File: config.mk
export PLATFORM = sky130hd
export DESIGN_NAME = keypad_code_lock
export DESIGN_NICKNAME = d
export VERILOG_FILES = /design/src/rtl/kcl_pkg.sv /design/src/rtl/kcl_core.sv /design/src/rtl/keypad_code_lock.sv
export SDC_FILE = /design/constraint.sdc
export NUM_CORES = 1
export LEC_CHECK = 0
export BUFFER_PORTS_ARGS = -buffer_cell sky130_fd_sc_hd__buf_2
export CAP_MARGIN = 10
export CORE_MARGIN = 1
export CORE_UTILIZATION = 55
export DETAILED_ROUTE_END_ITERATION = 8
export PLACE_DENSITY = 0.73
export SETUP_SLACK_MARGIN = 0.1
export SYNTH_ARGS = -nofsm -noshare
export SYNTH_HDL_FRONTEND = slang
export SYNTH_SLANG_ARGS = --single-unit
File: constraint.sdc
create_clock -name clk_i -period 2.5 [get_ports clk_i]
set_clock_uncertainty 0.2 [all_clocks]
set_input_delay 0.25 -clock clk_i [delete_from_list [all_inputs] [get_ports clk_i]]
set_output_delay 0.25 -clock clk_i [all_outputs]
set_load 0.01 [all_outputs]
File: src/rtl/kcl_pkg.sv
package kcl_pkg;

  // Number of key characters in one code
  localparam int unsigned CODE_DIGITS = 4;

  localparam int unsigned KEY_W = 8;
  localparam int unsigned IDX_W = (CODE_DIGITS > 1) ? $clog2(CODE_DIGITS) : 1;
  localparam int unsigned CNT_W = $clog2(CODE_DIGITS + 1);

  localparam int unsigned EVENT_W  = 3;
  localparam int unsigned MODE_W   = 2;
  localparam int unsigned DIGITS_W = 3;

  localparam logic [KEY_W-1:0] KEY_ENTER  = 8'h2b;  // '+'
  localparam logic [KEY_W-1:0] KEY_CHANGE = 8'h2d;  // '-'
  localparam logic [KEY_W-1:0] KEY_ONE    = 8'h31;  // '1'

  typedef enum logic [EVENT_W-1:0] {
    EV_NONE    = 3'd0,
    EV_OPEN    = 3'd1,
    EV_ALARM   = 3'd2,
    EV_CHANGED = 3'd3,
    EV_ASK_NEW = 3'd4
  } event_e;

  typedef struct packed {
    logic [DIGITS_W-1:0] digits_taken;
    logic [MODE_W-1:0]   mode_now;
    event_e              event_res;
  } kcl_res_t;

  // digit count shown modulo 8
  function automatic logic [DIGITS_W-1:0] count_out(logic [CNT_W-1:0] c);
    logic [CNT_W+DIGITS_W-1:0] w;
    w = {{DIGITS_W{1'b0}}, c};
    return w[DIGITS_W-1:0];
  endfunction

endpackage

File: src/rtl/kcl_core.sv
module kcl_core import kcl_pkg::*; (
  input  logic             clk_i,
  input  logic             rst_ni,
  input  logic             key_valid_i,
  input  logic [KEY_W-1:0] key_i,
  output kcl_res_t         res_o
);

  typedef enum logic [MODE_W-1:0] {
    MODE_MENU  = 2'd0,
    MODE_ENTER = 2'd1,
    MODE_OLD   = 2'd2,
    MODE_NEW   = 2'd3
  } mode_e;

  mode_e            mode_q, mode_d;
  logic [CNT_W-1:0] cnt_q, cnt_d;
  logic [KEY_W-1:0] entry_q  [CODE_DIGITS];
  logic [KEY_W-1:0] stored_q [CODE_DIGITS];

  logic [CNT_W-1:0] pos;
  logic [CNT_W-1:0] pos_inc;
  logic [IDX_W-1:0] idx;
  logic             last_digit;
  logic             match;
  event_e           ev;

  // clamp is defensive; count never passes CODE_DIGITS-1
  assign pos     = (cnt_q >= CNT_W'(CODE_DIGITS)) ? CNT_W'(CODE_DIGITS - 1) : cnt_q;
  assign pos_inc = pos + CNT_W'(1);
  assign idx     = pos[IDX_W-1:0];
  assign last_digit = (pos_inc >= CNT_W'(CODE_DIGITS));

  // compare includes the key arriving now
  always_comb begin
    match = 1'b1;
    for (int i = 0; i < CODE_DIGITS; i++) begin
      if (IDX_W'(i) == idx) begin
        if (key_i != stored_q[i]) match = 1'b0;
      end else if (entry_q[i] != stored_q[i]) begin
        match = 1'b0;
      end
    end
  end

  always_comb begin
    mode_d = mode_q;
    cnt_d  = cnt_q;
    ev     = EV_NONE;
    case (mode_q)
      MODE_MENU: begin
        if (key_i == KEY_ENTER) begin
          mode_d = MODE_ENTER;
          cnt_d  = '0;
        end else if (key_i == KEY_CHANGE) begin
          mode_d = MODE_OLD;
          cnt_d  = '0;
        end
      end
      MODE_ENTER: begin
        cnt_d = pos_inc;
        if (last_digit) begin
          cnt_d  = '0;
          mode_d = MODE_MENU;
          ev     = match ? EV_OPEN : EV_ALARM;
        end
      end
      MODE_OLD: begin
        cnt_d = pos_inc;
        if (last_digit) begin
          cnt_d  = '0;
          mode_d = match ? MODE_NEW : MODE_MENU;
          ev     = match ? EV_ASK_NEW : EV_ALARM;
        end
      end
      MODE_NEW: begin
        cnt_d = pos_inc;
        if (last_digit) begin
          cnt_d  = '0;
          mode_d = MODE_MENU;
          ev     = EV_CHANGED;
        end
      end
      default: begin
        mode_d = MODE_MENU;
        cnt_d  = '0;
      end
    endcase
  end

  always_comb begin
    res_o.event_res    = ev;
    res_o.mode_now     = mode_d;
    res_o.digits_taken = (mode_d == MODE_MENU) ? '0 : count_out(cnt_d);
  end

  always_ff @(posedge clk_i or negedge rst_ni) begin
    if (!rst_ni) begin
      mode_q <= MODE_MENU;
      cnt_q  <= '0;
      for (int i = 0; i < CODE_DIGITS; i++) begin
        stored_q[i] <= KEY_ONE + KEY_W'(i % 4);
      end
    end else if (key_valid_i) begin
      mode_q <= mode_d;
      cnt_q  <= cnt_d;
      if (mode_q == MODE_NEW) stored_q[idx] <= key_i;
    end
  end

  // entry buffer: payload only, read only after being written in the same entry
  always_ff @(posedge clk_i) begin
    if (key_valid_i && (mode_q == MODE_ENTER || mode_q == MODE_OLD)) begin
      entry_q[idx] <= key_i;
    end
  end

endmodule

File: src/rtl/keypad_code_lock.sv
// Keypad code lock.
// Slave stream: one key character per transaction, s_axis_tdata[7:0] = ASCII key.
// Master stream: exactly one result transaction per key, tdata packed as
//   [2:0] event (none, open, alarm, changed, ask new code), [4:3] mode after
//   the key, [7:5] digits collected in the current entry.
// In the menu '+' starts code entry, '-' starts a code change; any other key
// there gives an empty event. During entry every key counts as a digit.
// The result of a key is registered and is on the master side in the cycle after
// its transaction. Throughput: one key per cycle while the receiver takes each
// result, set by the single state update between key transaction and result register.
// Reset (asynchronous, active low) returns to the menu with count zero and the
// stored code "1234"; no clearing pass, the block is ready straight away.
// While the receiver stalls, the result register holds and s_axis_tready drops;
// a new key is taken in the same cycle the waiting result is taken.
module keypad_code_lock import kcl_pkg::*; (
  input  logic       clk_i,
  input  logic       rst_ni,
  input  logic       s_axis_tvalid,
  output logic       s_axis_tready,
  input  logic [7:0] s_axis_tdata,   // [7:0] key_char
  output logic       m_axis_tvalid,
  input  logic       m_axis_tready,
  output logic [7:0] m_axis_tdata    // [2:0] event_res, [4:3] mode_now, [7:5] digits_taken
);

  logic     key_acc;
  kcl_res_t res;
  kcl_res_t res_q;
  logic     valid_q;

  // output register empty, or being emptied this cycle
  assign s_axis_tready = !valid_q || m_axis_tready;
  assign key_acc       = s_axis_tvalid && s_axis_tready;

  kcl_core u_core (
    .clk_i       (clk_i),
    .rst_ni      (rst_ni),
    .key_valid_i (key_acc),
    .key_i       (s_axis_tdata[KEY_W-1:0]),
    .res_o       (res)
  );

  always_ff @(posedge clk_i or negedge rst_ni) begin
    if (!rst_ni) begin
      valid_q <= 1'b0;
    end else if (s_axis_tready) begin
      valid_q <= s_axis_tvalid;
    end
  end

  // result payload, no reset needed
  always_ff @(posedge clk_i) begin
    if (key_acc) res_q <= res;
  end

  assign m_axis_tvalid = valid_q;
  assign m_axis_tdata  = res_q;

endmodule

==> flow_summary.json <==
{
  "syn-cell-area_um2": 3861,
  "tightest_slew_ps": 939.6,
  "synthCells": 285,
  "hpwl_um": 4626,
  "critPathMaxFanout": 4,
  "path_clk_slew_ps": 80,
  "postRouteAntennaNets": 0,
  "relSlewSlack_pct": 37.36,
  "gp_congestion": 0.8406,
  "cp-startpoint": "u_core.cnt_q[2]",
  "wirelength_um": 6995,
  "max_freq_ghz": 0.4274,
  "clock-sinks": 78,
  "hold_viol_final": 0,
  "cts_tree": "built",
  "vias": 2258,
  "clockBufferDepth": 2,
  "finish.utilization_pct": 63.08,
  "layout-drive-gt1-share_pct": 32.18,
  "fillCellCount": 534,
  "slew_viol_final": 0,
  "p_total_mw": 4.579,
  "worstPathArrival_ps": 2240,
  "netlist.area_leader.share_pct": 31.11,
  "synth_flop_cell": "edfxtp_1",
  "power_density_nw_per_um2": 1069,
  "drt_iter0_markers": 137,
  "yosys_warnings": 0,
  "die-area_um2": 7359,
  "die_w_um": 85.79,
  "stdcell_count": 413,
  "layout_commonest_cell": "edfxtp_1",
  "path_class": "register to register",
  "grtUsageTotal_pct": 20.66,
  "rrSetupSlack_ps": 160,
  "multi_input_area_um2": 1613,
  "drc": 0,
  "setup_tns_ps": 0,
  "start_kind": "register",
  "drtPass1Iterations": 4,
  "insertion_delay_ps": 350,
  "timing.max_cap.violations": 0,
  "synth_edf_count": 40,
  "start_util_pct": 56.83,
  "syn_nets": 306,
  "reg2reg_to": "m_axis_tdata[1]",
  "final_nets": 333,
  "ir_worst_vdd_mv": 0.6360,
  "status": "completed",
  "setup_violations": 0,
  "holdWs_ps": 80.87,
  "cts_root_buf": "clkbuf_8",
  "numCtsBuffers": 9,
  "wl_per_cell_um": 16.94,
  "crit_path_end_kind": "register",
  "area_growth_pct": 10.99,
  "ys_async_sr_fraction_pct": 48.72,
  "pin_count": 22,
  "die_h_um": 85.79,
  "syn_avg_cell_area_um2": 13.55,
  "ff2ff_path_depth": 6,
  "period_share_pct": 93.59,
  "core_area_um2": 6794,
  "ys_ff_latch": 78,
  "ys_top_cells_by_area": "edfxtp_1, dfrtp_1, mux2_2",
  "hold_path_class": "input pin to register",
  "overflow": 0,
  "antenna_found_initial": 0,
  "viasPerCell": 5.467,
  "layout_common_cells": "edfxtp_1, xor2_1, xnor2_1, mux2_2, dfrtp_1",
  "yosysTopAreaCell": "edfxtp_1",
  "grt_pass1_wl_um": 11140,
  "reg2reg_from": "u_core.cnt_q[2]",
  "min_period_ps": 2340,
  "crit_required_ps": 2400,
  "htree_levels": 3,
  "grt_max_degree": 39,
  "dp_cells": 393,
  "port_buffers": 21,
  "grt_setup_unrepaired": "yes",
  "regArea_um2": 2168,
  "ys_seq_area_share_pct": 56.16,
  "n_antenna_cell": 0,
  "num_rows": 30,
  "netlist-cell-type-count": 38,
  "crit_end": "m_axis_tdata[1]",
  "leakagePower_nw": 1.675,
  "grt_pass1_vias": 2230
}
cell families after synthesis:
kind of cell	Yosys count	share of synthesized area (%)
mux	32	9.333
flops	78	56.16
compound gates	23	4.569
xor+xnor	65	14.94
buf+inv	17	2.722
fa+ha+maj	9	2.916
simple gates	61	9.365
cells in the mapped netlist (4+ instances only):
cell,number
edfxtp_1,40
mux2_2,32
xnor2_1,32
xor2_1,32
dfrtp_1,25
dfstp_2,13
ha_1,9
nand3_1,9
nand4_1,9
a21oi_1,7
nand2_1,7
buf_2,6
nor2_1,6
and3_1,5
nor3_1,5
buf_6,4
inv_1,4
nor4_1,4
o21ai_0,4
worst min path at each step:
stage                                from                   end  slack [ps]  depth (start not counted)
final                     s_axis_tdata[4]  u_core.entry_q[1][4]          80                          1
after global placement             rst_ni    u_core.stored_q[3]         240                          1
after detailed placement           rst_ni    u_core.stored_q[3]         240                          1
after CTS                 s_axis_tdata[4]  u_core.entry_q[2][4]          60                          1
after floorplan                    rst_ni         m_axis_tvalid        -250                          0
after global routing      s_axis_tdata[4]  u_core.entry_q[2][4]          70                          1
critical path: stages (launching register included):
cell     delay (ps)
dfrtp_1         420
or2_4           280
ha_2            200
or4_4           550
a22oi_4         200
and2_4          180
o21ai_0          70
sequential cells by signal, summed over array words and instances, names as in the netlist:
register         count
m_axis_tvalid        1
u_core.mode_q        2
u_core.cnt_q         3
u_core.stored_q     32
u_core.entry_q      32
m_axis_tdata         8
per-stage QoR:
stage	setup slack, ps	cell area, um^2
floorplan	202.5	3869
global placement	159.7	4033
detailed placement	93.37	4033
CTS	120.1	4273
global route	77.25	4285
finish	160.2	4285
power by group:
group / internal, mW / switching (mW) / leakage, nW / total (mW)
clock: 0.462 / 0.472 / 0.0956 / 0.934
sequential: 1.82 / 0.324 / 0.815 / 2.15
combinational: 0.764 / 0.734 / 0.764 / 1.50
total: 3.05 / 1.53 / 1.67 / 4.58
cell type report:
type | instances | area share (%)
Clock inverter | 7 | 1.693
Timing Repair Buffer | 29 | 4.029
Clock buffer | 9 | 2.891
Inverter | 4 | 0.3504
Tap cell | 96 | 2.803
Sequential cell | 78 | 50.60
Multi-Input combinational cell | 190 | 37.64
per-layer routing:
| layer | up-vias | track usage (%) | wire [um] |
|---|---|---|---|
| met5 | - | 0 | 0 |
| met4 | 0 | 9.545 | 119 |
| met3 | 11 | 3.850 | 317 |
| met2 | 54 | 32.58 | 3231 |
| met1 | 1114 | 28.00 | 3327 |
| li1 | 1079 | - | - |
timing repair:
action,in CTS,in global routing
setup endpoints to repair,2,3
pin swaps,4,4
gates resized for setup,2,4
hold endpoints to repair,26,0
buffers inserted,1,0
hold buffers,3,0
Power figures use the tool's default switching activity.
